### src/hdl/dmif_pkg.sv
package dmif_pkg;

  // fixed field widths
  localparam int ID_W    = 16;
  localparam int CFG_W   = 5;
  localparam int KOUT_W  = 5;
  localparam int CNT_W   = 17;
  localparam logic [CNT_W-1:0] CNT_MAX = {CNT_W{1'b1}};

  // per-item command passed from the front to the back
  typedef struct packed {
    logic [ID_W-1:0] row;   // row id of the open row
    logic [ID_W-1:0] prev;  // clamped id of the previous neighbor
    logic [ID_W-1:0] nb;    // clamped id of this neighbor
    logic            first; // first item of a row: counters start from zero
    logic            last;  // last item of a row: counters cleared after
  } cmd_t;

  localparam int CMD_W = $bits(cmd_t);

endpackage

### src/hdl/dyadic_majority_interval_finder.sv
// Channel  Dir  Handshake                  Payload
// s        in   s_tvalid / s_tready        s_tdata: row_id, neighbor; s_tlast: last_in_row
// m        out  m_tvalid / m_tready        m_tdata: out_row_id, interval_start,
//                                          interval_size_log2; m_tlast: last_result
// cfg      in   cfg_valid / cfg_ready      cfg_data: level_count
//
// The back end drains an item's results one per cycle through the output register
// while the output is not stalled; a neighbor closes about two intervals.
// The front takes an item every cycle while the four-entry command queue has room.
// Reset (rst, synchronous) clears the counters, queue and row state.
// Output stalls back up into the queue; cfg_ready is always high.
module dyadic_majority_interval_finder #(
  parameter int MAX_LEVELS = 16
) (
  input  logic        clk,
  input  logic        rst,
  input  logic        s_tvalid,
  output logic        s_tready,
  input  logic [31:0] s_tdata,   // [15:0] row_id, [31:16] neighbor
  input  logic        s_tlast,
  output logic        m_tvalid,
  input  logic        m_tready,
  output logic [39:0] m_tdata,   // [15:0] out_row_id, [31:16] interval_start,
                                 // [36:32] interval_size_log2, [39:37] zero
  output logic        m_tlast,
  input  logic        cfg_valid,
  output logic        cfg_ready,
  input  logic [4:0]  cfg_data
);

  localparam int QW = dmif_pkg::CMD_W + 2 * (MAX_LEVELS + 1);

  dmif_pkg::cmd_t              f_cmd;
  logic [MAX_LEVELS:0]         f_close;
  logic [MAX_LEVELS:0]         f_end;
  logic                        f_valid;
  logic                        f_ready;
  logic [QW-1:0]               q_out;
  logic                        q_valid;
  logic                        q_ready;
  dmif_pkg::cmd_t              b_cmd;
  logic [MAX_LEVELS:0]         b_close;
  logic [MAX_LEVELS:0]         b_end;
  logic [dmif_pkg::ID_W-1:0]   res_row;
  logic [dmif_pkg::ID_W-1:0]   res_start;
  logic [dmif_pkg::KOUT_W-1:0] res_k;

  assign cfg_ready = 1'b1;

  dmif_front #(.MAX_LEVELS(MAX_LEVELS)) u_front (
    .clk         (clk),
    .rst         (rst),
    .cfg_we      (cfg_valid),
    .cfg_data    (cfg_data),
    .in_valid    (s_tvalid),
    .in_ready    (s_tready),
    .row_id      (s_tdata[15:0]),
    .neighbor    (s_tdata[31:16]),
    .last_in_row (s_tlast),
    .cmd_valid   (f_valid),
    .cmd_ready   (f_ready),
    .cmd         (f_cmd),
    .close_mask  (f_close),
    .end_mask    (f_end)
  );

  dmif_queue #(.WIDTH(QW), .DEPTH(4)) u_queue (
    .clk      (clk),
    .rst      (rst),
    .wr_valid (f_valid),
    .wr_ready (f_ready),
    .wr_data  ({f_end, f_close, f_cmd}),
    .rd_valid (q_valid),
    .rd_ready (q_ready),
    .rd_data  (q_out)
  );

  // unpack queue entry
  assign b_cmd   = q_out[dmif_pkg::CMD_W-1:0];
  assign b_close = q_out[dmif_pkg::CMD_W +: MAX_LEVELS + 1];
  assign b_end   = q_out[dmif_pkg::CMD_W + MAX_LEVELS + 1 +: MAX_LEVELS + 1];

  dmif_back #(.MAX_LEVELS(MAX_LEVELS)) u_back (
    .clk                (clk),
    .rst                (rst),
    .cmd_valid          (q_valid),
    .cmd_ready          (q_ready),
    .cmd                (b_cmd),
    .close_mask         (b_close),
    .end_mask           (b_end),
    .res_valid          (m_tvalid),
    .res_ready          (m_tready),
    .out_row_id         (res_row),
    .interval_start     (res_start),
    .interval_size_log2 (res_k),
    .last_result        (m_tlast)
  );

  assign m_tdata = {3'b000, res_k, res_start, res_row};

endmodule

### src/hdl/dmif_front.sv
module dmif_front #(
  parameter int MAX_LEVELS = 16
) (
  input  logic                        clk,
  input  logic                        rst,
  // config write
  input  logic                        cfg_we,
  input  logic [dmif_pkg::CFG_W-1:0]  cfg_data,
  // input item
  input  logic                        in_valid,
  output logic                        in_ready,
  input  logic [dmif_pkg::ID_W-1:0]   row_id,
  input  logic [dmif_pkg::ID_W-1:0]   neighbor,
  input  logic                        last_in_row,
  // command out to the queue
  output logic                        cmd_valid,
  input  logic                        cmd_ready,
  output dmif_pkg::cmd_t              cmd,
  output logic [MAX_LEVELS:0]         close_mask,
  output logic [MAX_LEVELS:0]         end_mask
);

  localparam int LVW_RAW = $clog2(MAX_LEVELS + 1);
  localparam int LVW     = (LVW_RAW > dmif_pkg::CFG_W) ? LVW_RAW : dmif_pkg::CFG_W;

  logic [dmif_pkg::CFG_W-1:0] level_count;
  logic [dmif_pkg::ID_W-1:0]  previous_neighbor;
  logic                       row_open;
  logic [dmif_pkg::ID_W-1:0]  open_row_id;

  logic [LVW-1:0]             cfg_ext;
  logic [LVW-1:0]             levels;
  logic [dmif_pkg::ID_W:0]    top_wide;
  logic [dmif_pkg::ID_W-1:0]  top;
  logic [dmif_pkg::ID_W-1:0]  nb;
  logic                       accept;

  assign in_ready  = cmd_ready;
  assign cmd_valid = in_valid;
  assign accept    = in_valid && cmd_ready;

  // effective level count and the top id of the space
  always_comb begin
    cfg_ext  = LVW'(level_count);
    levels   = (cfg_ext > LVW'(MAX_LEVELS)) ? LVW'(MAX_LEVELS) : cfg_ext;
    top_wide = ((dmif_pkg::ID_W + 1)'(1) << levels) - (dmif_pkg::ID_W + 1)'(1);
    top      = top_wide[dmif_pkg::ID_W-1:0];
    nb       = (neighbor > top) ? top : neighbor;
  end

  // classify: which levels close mid-row, which close at row end
  always_comb begin
    for (int k = 0; k <= MAX_LEVELS; k++) begin
      close_mask[k] = row_open && (k < int'(levels)) &&
                      ((nb >> k) != (previous_neighbor >> k));
      end_mask[k]   = last_in_row && (k <= int'(levels));
    end
    cmd.row   = row_open ? open_row_id : row_id;
    cmd.prev  = previous_neighbor;
    cmd.nb    = nb;
    cmd.first = !row_open;
    cmd.last  = last_in_row;
  end

  // config register
  always_ff @(posedge clk) begin
    if (rst) begin
      level_count <= '0;
    end else if (cfg_we) begin
      level_count <= cfg_data;
    end
  end

  // row tracking
  always_ff @(posedge clk) begin
    if (rst) begin
      previous_neighbor <= '0;
      row_open          <= 1'b0;
      open_row_id       <= '0;
    end else if (accept) begin
      if (!row_open) begin
        open_row_id <= row_id;
      end
      row_open          <= !last_in_row;
      previous_neighbor <= last_in_row ? '0 : nb;
    end
  end

endmodule

### src/hdl/dmif_queue.sv
module dmif_queue #(
  parameter int WIDTH = 8,
  parameter int DEPTH = 4
) (
  input  logic             clk,
  input  logic             rst,
  input  logic             wr_valid,
  output logic             wr_ready,
  input  logic [WIDTH-1:0] wr_data,
  output logic             rd_valid,
  input  logic             rd_ready,
  output logic [WIDTH-1:0] rd_data
);

  localparam int AW = (DEPTH > 1) ? $clog2(DEPTH) : 1;

  logic [WIDTH-1:0] mem [DEPTH];
  logic [AW-1:0]    wr_ptr;
  logic [AW-1:0]    rd_ptr;
  logic [AW:0]      count;
  logic             do_wr;
  logic             do_rd;

  assign wr_ready = (count != (AW + 1)'(DEPTH));
  assign rd_valid = (count != '0);
  assign rd_data  = mem[rd_ptr];
  assign do_wr    = wr_valid && wr_ready;
  assign do_rd    = rd_valid && rd_ready;

  // storage
  always_ff @(posedge clk) begin
    if (do_wr) begin
      mem[wr_ptr] <= wr_data;
    end
  end

  // pointers and fill count
  always_ff @(posedge clk) begin
    if (rst) begin
      wr_ptr <= '0;
      rd_ptr <= '0;
      count  <= '0;
    end else begin
      if (do_wr) begin
        wr_ptr <= (wr_ptr == AW'(DEPTH - 1)) ? '0 : wr_ptr + AW'(1);
      end
      if (do_rd) begin
        rd_ptr <= (rd_ptr == AW'(DEPTH - 1)) ? '0 : rd_ptr + AW'(1);
      end
      case ({do_wr, do_rd})
        2'b10:   count <= count + (AW + 1)'(1);
        2'b01:   count <= count - (AW + 1)'(1);
        default: count <= count;
      endcase
    end
  end

endmodule

### src/hdl/dmif_back.sv
module dmif_back #(
  parameter int MAX_LEVELS = 16
) (
  input  logic                        clk,
  input  logic                        rst,
  // command from the queue
  input  logic                        cmd_valid,
  output logic                        cmd_ready,
  input  dmif_pkg::cmd_t              cmd,
  input  logic [MAX_LEVELS:0]         close_mask,
  input  logic [MAX_LEVELS:0]         end_mask,
  // result out
  output logic                        res_valid,
  input  logic                        res_ready,
  output logic [dmif_pkg::ID_W-1:0]   out_row_id,
  output logic [dmif_pkg::ID_W-1:0]   interval_start,
  output logic [dmif_pkg::KOUT_W-1:0] interval_size_log2,
  output logic                        last_result
);

  localparam int NL   = MAX_LEVELS + 1;
  localparam int SELW = $clog2(2 * NL);
  localparam int KW   = (NL > 1) ? $clog2(NL) : 1;
  // compare width for 2*c > 2^k
  localparam int MW_A = dmif_pkg::CNT_W + 2;
  localparam int MW_B = MAX_LEVELS + 2;
  localparam int MW   = (MW_A > MW_B) ? MW_A : MW_B;

  logic [dmif_pkg::CNT_W-1:0] level_counts [NL];

  // current item being drained
  logic [2*NL-1:0]            pend;
  logic [dmif_pkg::ID_W-1:0]  cur_row;
  logic [dmif_pkg::ID_W-1:0]  cur_prev;
  logic [dmif_pkg::ID_W-1:0]  cur_nb;

  logic [dmif_pkg::CNT_W-1:0] eff   [NL];
  logic [dmif_pkg::CNT_W-1:0] inc   [NL];
  logic [NL-1:0]              maj_a;
  logic [NL-1:0]              maj_b;

  logic                       out_free;
  logic                       pick;
  logic [SELW-1:0]            sel;
  logic [2*NL-1:0]            pick_oh;
  logic [2*NL-1:0]            rem;
  logic                       load;
  logic [KW-1:0]              sel_k;
  logic [dmif_pkg::ID_W-1:0]  sel_id;

  // majority of an interval of 2^k ids
  function automatic logic is_major(logic [dmif_pkg::CNT_W-1:0] c, int k);
    logic [MW-1:0] twice;
    logic [MW-1:0] size;
    twice = MW'(c) << 1;
    size  = MW'(1) << k;
    return (c != '0) && (twice > size);
  endfunction

  // counters after the mid-row closes and the increment, plus both result masks
  always_comb begin
    for (int k = 0; k < NL; k++) begin
      eff[k]   = cmd.first ? '0 : level_counts[k];
      maj_a[k] = close_mask[k] && is_major(eff[k], k);
      if (close_mask[k]) begin
        inc[k] = dmif_pkg::CNT_W'(1);
      end else if (eff[k] == dmif_pkg::CNT_MAX) begin
        inc[k] = eff[k];
      end else begin
        inc[k] = eff[k] + dmif_pkg::CNT_W'(1);
      end
      maj_b[k] = end_mask[k] && is_major(inc[k], k);
    end
  end

  // lowest pending result: mid-row closes first, then row-end closes
  always_comb begin
    sel = '0;
    for (int i = 2 * NL - 1; i >= 0; i--) begin
      if (pend[i]) begin
        sel = SELW'(i);
      end
    end
    pick_oh  = pend & (~pend + (2 * NL)'(1));
    out_free = !res_valid || res_ready;
    pick     = out_free && (pend != '0);
    rem      = pick ? (pend & ~pick_oh) : pend;
    load     = cmd_valid && (rem == '0);
    if (int'(sel) < NL) begin
      sel_k  = KW'(sel);
      sel_id = cur_prev;
    end else begin
      sel_k  = KW'(int'(sel) - NL);
      sel_id = cur_nb;
    end
  end

  assign cmd_ready = load;

  // item registers
  always_ff @(posedge clk) begin
    if (rst) begin
      pend <= '0;
    end else if (load) begin
      pend <= {maj_b, maj_a};
    end else begin
      pend <= rem;
    end
  end

  always_ff @(posedge clk) begin
    if (load) begin
      cur_row  <= cmd.row;
      cur_prev <= cmd.prev;
      cur_nb   <= cmd.nb;
    end
  end

  // level counters
  always_ff @(posedge clk) begin
    if (rst) begin
      for (int k = 0; k < NL; k++) begin
        level_counts[k] <= '0;
      end
    end else if (load) begin
      for (int k = 0; k < NL; k++) begin
        level_counts[k] <= cmd.last ? '0 : inc[k];
      end
    end
  end

  // output register
  always_ff @(posedge clk) begin
    if (rst) begin
      res_valid <= 1'b0;
    end else if (out_free) begin
      res_valid <= pick;
    end
  end

  always_ff @(posedge clk) begin
    if (pick) begin
      out_row_id         <= cur_row;
      interval_start     <= sel_id & (dmif_pkg::ID_W'({dmif_pkg::ID_W{1'b1}}) << sel_k);
      interval_size_log2 <= dmif_pkg::KOUT_W'(sel_k);
      last_result        <= (rem == '0);
    end
  end

endmodule
### config.mk
export PLATFORM = sky130hd
export DESIGN_NAME = dyadic_majority_interval_finder
export DESIGN_NICKNAME = d
export VERILOG_FILES = /design/src/hdl/dmif_pkg.sv /design/src/hdl/dyadic_majority_interval_finder.sv /design/src/hdl/dmif_front.sv /design/src/hdl/dmif_queue.sv /design/src/hdl/dmif_back.sv
export SDC_FILE = /design/constraint.sdc
export NUM_CORES = 1
export LEC_CHECK = 0
export BUFFER_PORTS_ARGS = -buffer_cell sky130_fd_sc_hd__buf_2
export CAP_MARGIN = 20
export CORE_ASPECT_RATIO = 2
export CORE_UTILIZATION = 39
export CTS_CLUSTER_DIAMETER = 150
export DETAILED_ROUTE_END_ITERATION = 10
export GPL_TIMING_DRIVEN = 0
export PLACE_DENSITY = 0.52
export SYNTH_ARGS = -nofsm -noshare
export SYNTH_HDL_FRONTEND = slang
export SYNTH_HIERARCHICAL = 1
export SYNTH_SLANG_ARGS = --single-unit
### constraint.sdc
create_clock -name clk -period 11.5 [get_ports clk]
set_input_delay 0.575 -clock clk [delete_from_list [all_inputs] [get_ports clk]]
set_output_delay 0.575 -clock clk [all_outputs]
set_load 0.03 [all_outputs]
# Word level (Yosys, flattened, before mapping)
# Memories as Yosys holds them, arrays and structs flattened. A register that Yosys moved wholly into a read port is not among the register bits.
# Cells that the tools add are included.
[totals] ff_bits=166 latchBits=0 ramBits=621 mem_bits_ro=0 in_bits=43 out_inout_bits=44 elab_cells=474 n_memories=2
[memory_table] memory="u_queue.mem" depth=4 width=83 read_ports=1 rd_ports_with_merged_regs=1 write_ports=1 line="dmif_queue.sv:17" text="logic [WIDTH-1:0] mem [DEPTH];"
[memory_table] memory="u_back.level_counts" depth=17 width=17 read_ports=17 rd_ports_with_merged_regs=0 write_ports=17 line="dmif_back.sv:29" text="logic [dmif_pkg::CNT_W-1:0] level_counts [NL];"
[classes] addsub=24 multipliers=0 div_mod_pow=0 n_lt_le_gt_ge=69 eq_ne=38 shifts=2 muxes=139 bitwise_logic=22 n_reduce_logical=162
[op_table] op="17-bit two-way mux" count=85
[op_table] op="17-bit nonzero test" count=34
[op_table] op="17-bit by 1-bit adder with 17-bit output (second input constant)" count=17
[op_table] op="17-bit equality test (second input constant)" count=17
[op_table] op="6-bit two-way mux" count=34
[op_table] op="1-bit logical AND" count=119
[op_table] op="34-bit bitwise AND" count=2
[op_table] op="34-bit two-way mux" count=2
[op_table] op="34-bit NOT" count=2
[op_table] op="16-bit two-way mux" count=4
[op_table] op="4-bit by 5-bit less-or-equal comparator with 1-bit output (first input constant)" count=8
[op_table] op="4-bit by 5-bit less-than comparator with 1-bit output (first input constant)" count=8
[op_table] op="18-bit by 1-bit > comparator with 1-bit output (second input constant)" count=2
[op_table] op="18-bit by 10-bit > comparator with 1-bit output (second input constant)" count=2
[op_table] op="18-bit by 11-bit > comparator with 1-bit output (second input constant)" count=2
[op_table] op="18-bit by 12-bit > comparator with 1-bit output (second input constant)" count=2
[op_table] op="18-bit by 13-bit > comparator with 1-bit output (second input constant)" count=2
[op_table] op="18-bit by 14-bit > comparator with 1-bit output (second input constant)" count=2
[op_table] op="18-bit by 15-bit > comparator with 1-bit output (second input constant)" count=2
[op_table] op="18-bit by 16-bit > comparator with 1-bit output (second input constant)" count=2
[op_table] op="18-bit by 17-bit > comparator with 1-bit output (second input constant)" count=2
[op_table] op="18-bit by 2-bit > comparator with 1-bit output (second input constant)" count=2
[op_table] op="18-bit by 3-bit > comparator with 1-bit output (second input constant)" count=2
[op_table] op="18-bit by 4-bit > comparator with 1-bit output (second input constant)" count=2
[op_table] op="55 further kinds" count=100

# Longest topological paths before layout
[logic_depth] word_depth=38 ltp_mapped=24 ltp_nobuf=18

# Modules after synthesis
# The synthesis kept the hierarchy.
[by_module_without_submodules] mod="dmif_back" instances=1 cells_per_inst=2793 area_per_inst_um2=26923.3 seq_area_each_um2=11961.5
[by_module_without_submodules] mod="dmif_queue" instances=1 cells_per_inst=490 area_per_inst_um2=12593.3 seq_area_each_um2=10269.8
[by_module_without_submodules] mod="dmif_front" instances=1 cells_per_inst=393 area_per_inst_um2=2997.9 seq_area_each_um2=760.7
[by_module_without_submodules] mod="dyadic_majority_interval_finder" instances=1 cells_per_inst=6 area_per_inst_um2=37.5 seq_area_each_um2=0.0

# Worst setup path after synthesis
# OpenSTA, ideal clock, no wires.
[synth_timing] kind="register to register" from="register u_back.pend[8]" to="memory u_back/level_counts[0][0] (netlist bit), enable pin" setup_time_ns=0.663 t_arrival_ns=8.529 required_time_ns=10.837 setup_slack_ns=2.307 path_stages_with_launch=10 n_path_buf=1 period_less_slack_ns=9.193 cell_sequence="dfxtp_1 -> buf_2 -> or4_1 -> nor2_1 -> nand4_4 -> o41a_1 -> nand4b_4 -> a2111oi_4 -> nand4_1 -> nand2_1"
[synth_lines] element="start, declared" line="dmif_back.sv:32" text="logic [2*NL-1:0] pend;"
[synth_lines] element="start signal, assigned" line="dmif_back.sv:105" text="pend <= {maj_b, maj_a};"
[synth_lines] element="start signal, assigned" line="dmif_back.sv:107" text="pend <= rem;"
[synth_lines] element="end, declared" line="dmif_back.sv:29"

==> impl_metrics.env <==
export IMPL_status="finished clean"
export IMPL_synth_compound_area_share_pct=8.242
export IMPL_rsz0062_at_grt="false"
export IMPL_crit_required_ns=12.05
export IMPL_r2r_end="u_back/pend[22]"
export IMPL_slowest_stage="clkbuf_1"
export IMPL_initial_core_util_pct=39.30
export IMPL_grt_overflow_total=0
export IMPL_grt_max_degree=61
export IMPL_numCtsBuffers=77
export IMPL_cts_root_buf="clkbuf_16"
export IMPL_clk_pin_slew_worst_paths_ns=0.07
export IMPL_die_area_sq_um=110500
export IMPL_synth_seq_area_share_pct=54.03
export IMPL_cts_buffer_depth=3
export IMPL_async_reset_ff_share_pct=0
export IMPL_synth_seq_cells=793
export IMPL_synth_area_top_cells="edfxtp_1 (50%), mux4_2 (4.4%), dfxtp_1 (3.9%)"
export IMPL_syn2layout_area_growth_pct=13.03
export IMPL_cts_resized=0
export IMPL_synth_ff_type="edfxtp_1"
export IMPL_cp_slowest_stage_delay_ns=0.89
export IMPL_powerDensity_nw_per_um2=307.7
export IMPL_synthAdderAreaFrac_pct=1.811
export IMPL_rows=171
export IMPL_setup_slack_ns=0.8208
export IMPL_grt_first_pass_wirelength_mm=206.8
export IMPL_startpoint_type="flip-flop"
export IMPL_maxSlewHeadroom_pct=10.09
export IMPL_ir_drop_v=0.0006624
export IMPL_synth_edf_count=711
export IMPL_synth_simple_area_share_pct=20.99
export IMPL_synth_area_sq_um=42550
export IMPL_fillers=10190
export IMPL_first_pass_iters=5
export IMPL_slew_violations=0
export IMPL_crit_top_cell="clkbuf_1"
export IMPL_htreeDepth=3
export IMPL_synth_top_family_by_area="simple AND/OR/NAND/NOR gates"
export IMPL_ys_types=102
export IMPL_setup_viol=0
export IMPL_port_buffers=81
export IMPL_synth_commonest_cells="edfxtp_1 (711), nor2_1 (336), nand2_1 (282)"
export IMPL_synth_xor_xnor_area_share_pct=5.184
export IMPL_max_cap_violations=0
export IMPL_fin_skew_ns=0.02059
export IMPL_synth_avg_cell_area_sq_um=11.56
export IMPL_end_kind="flip-flop"
export IMPL_fmax_mhz=93.64
export IMPL_synth_top_cell_area_share_pct=50.17
export IMPL_postRouteAntennaNets=0
export IMPL_postCtsHoldBufs=0
export IMPL_arrival_ns=11.23
export IMPL_core_sq_um=108300
export IMPL_hold_viol=0
export IMPL_yosysTopAreaCell="edfxtp_1"
export IMPL_io_pins=87
export IMPL_gr_usage_all_layers_pct=25.25
export IMPL_clock_sinks=793
export IMPL_grt_pass1_vias=31920
export IMPL_antenna_found_initial=3
export IMPL_dp_cells=5190
export IMPL_cts_setup_buffers=0
export IMPL_drt_iter0_drc=1905
export IMPL_fin_crit_ns=10.68
export IMPL_synth_mux_area_share_pct=6.395
export IMPL_finalNetCount=3990
export IMPL_fin_cells=5337
export IMPL_synth_most_common_cell="edfxtp_1"
export IMPL_tritoncts="built"
export IMPL_clock_latency_ns=0.69
export IMPL_die_w_um=235.6
export IMPL_synth_warnings=6
export IMPL_die_h_um=469.1
export IMPL_critical_path_class="flip-flop to flip-flop"
export IMPL_vias=31070
export IMPL_pre_cts_slack_ns=0.9123
export IMPL_power_leakage_nw=15.80
export IMPL_reg2reg_slack_ns=0.82
export IMPL_reg2regPathDepth=29
export IMPL_viasPerCell=5.822
export IMPL_drive_above_1_share_pct=15.35
export IMPL_gp_congestion=0.9637
export IMPL_period_share_pct=92.86
export IMPL_drc_errors=0
export IMPL_tightest_slew_ns=1.331
export IMPL_hpwl_mm=104.9
export IMPL_hold_start="cfg_data[2]"
export IMPL_min_path_cells=3
export IMPL_final_setup_tns_ns=0
export IMPL_wl_per_cell_um=26.20
export IMPL_whs_endpoint="u_front/cfg_ext[2]"
export IMPL_cp_max_fo=10
export IMPL_syn_inst=3682
export IMPL_totalWireLength_mm=139.8
export IMPL_hp_class="primary input to flip-flop"
-- per-layer routing --
metal / GRT usage (%) / vias to the layer above / routed length, um
met4: 17.34 / 2 / 9740
met1: 24.25 / 15530 / 47010
met2: 49.51 / 834 / 78030
li1: - / 14380 / -
met3: 3.116 / 328 / 5045
met5: 0 / - / 9
-- metrics by stage --
step / utilization [%] / power [mW] / cell area (sq um) / hold slack, ns
detailed placement: 41.99 / 12.14 / 45460 / 0.4056
global route: 44.43 / 15.45 / 48100 / 0.1401
global placement: 41.29 / 12.58 / 44700 / 0.4022
CTS: 44.41 / 14.89 / 48080 / 0.1105
floorplan: - / 9.189 / 42560 / 0.4003
finish: 44.43 / 14.80 / 48100 / 0.1420
-- registers in the layout (all words and copies together), names as in the netlist, 2 cells and up, named ones only --
register and count:
u_back/level_counts 289, u_back/out_row_id 16, u_queue/wr_ptr 2, u_back/interval_size_log2 5, u_front/previous_neighbor 16, u_back/cur_nb 16, u_back/cur_prev 16, u_back/pend 34
u_queue/count 3, u_back/cur_row 16, u_front/open_row_id 16, u_queue/rd_ptr 2, u_front/cfg_ext 5, u_queue/mem 336, u_back/interval_start 16
-- worst max-delay path by stage --
stage	startpoint	endpoint	cells after the start
after floorplan	u_back/pend[8]	u_back/level_counts[0][0]	9
after global placement	flip-flop	u_back/pend[19]	24
after detailed placement	flip-flop	u_back/pend[22]	29
after CTS	flip-flop	u_back/pend[22]	29
after global routing	flip-flop	u_back/pend[22]	29
final	flip-flop	u_back/pend[22]	29
-- area by class of cell --
class	count	area [sq um]	area share, %
Antenna cell	4	10.01	0.02081
Buffer	205	1039	2.159
Clock buffer	103	2127	4.422
Clock inverter	39	494.2	1.028
Inverter	101	379.1	0.7882
Multi-Input combinational cell	2585	18190	37.83
Sequential cell	793	22990	47.80
Tap cell	1384	1732	3.600
Timing Repair Buffer	123	1132	2.354
-- kinds of logic (layout without fill, tap and decap cells) --
kind of cell	Yosys count	count (layout)
simple gates	1594	1594
flops	793	793
compound gates	510	510
buf+inv	306	571
xor+xnor	251	251
mux	164	164
fa+ha+maj	61	61
other cells	3	9
-- power breakdown --
group,total (mW),internal [mW],switching [mW]
Clock,2.68,1.52,1.16
Combinational,6.74,1.96,4.78
Sequential,5.38,4.64,0.739
Total,14.8,8.12,6.68
-- worst max-delay path: cells and delay by family (launching register included) --
| kind | cells | cell delay (ns) |
|---|---|---|
| adders and majority gates | 1 | 0.25 |
| and+or+nand+nor | 5 | 1.49 |
| DFF | 1 | 0.35 |
| buffers and inverters | 17 | 6.66 |
| muxes | 1 | 0.53 |
| AOI/OAI and AO/OA | 5 | 1.11 |
-- cells in the final DEF (no fill, tap or decap), drive strengths merged, types with 84 or more instances in the layout --
master,n
a21oi,131
buf,207
clkbuf,222
edfxtp,711
inv,102
mux4,84
nand2,282
nand3,120
nand4,93
nor2,336
nor3,279
nor4,94
o21ai,86
xnor2,161
xor2,90
No activity file was read; power rests on OpenSTA's default activity.
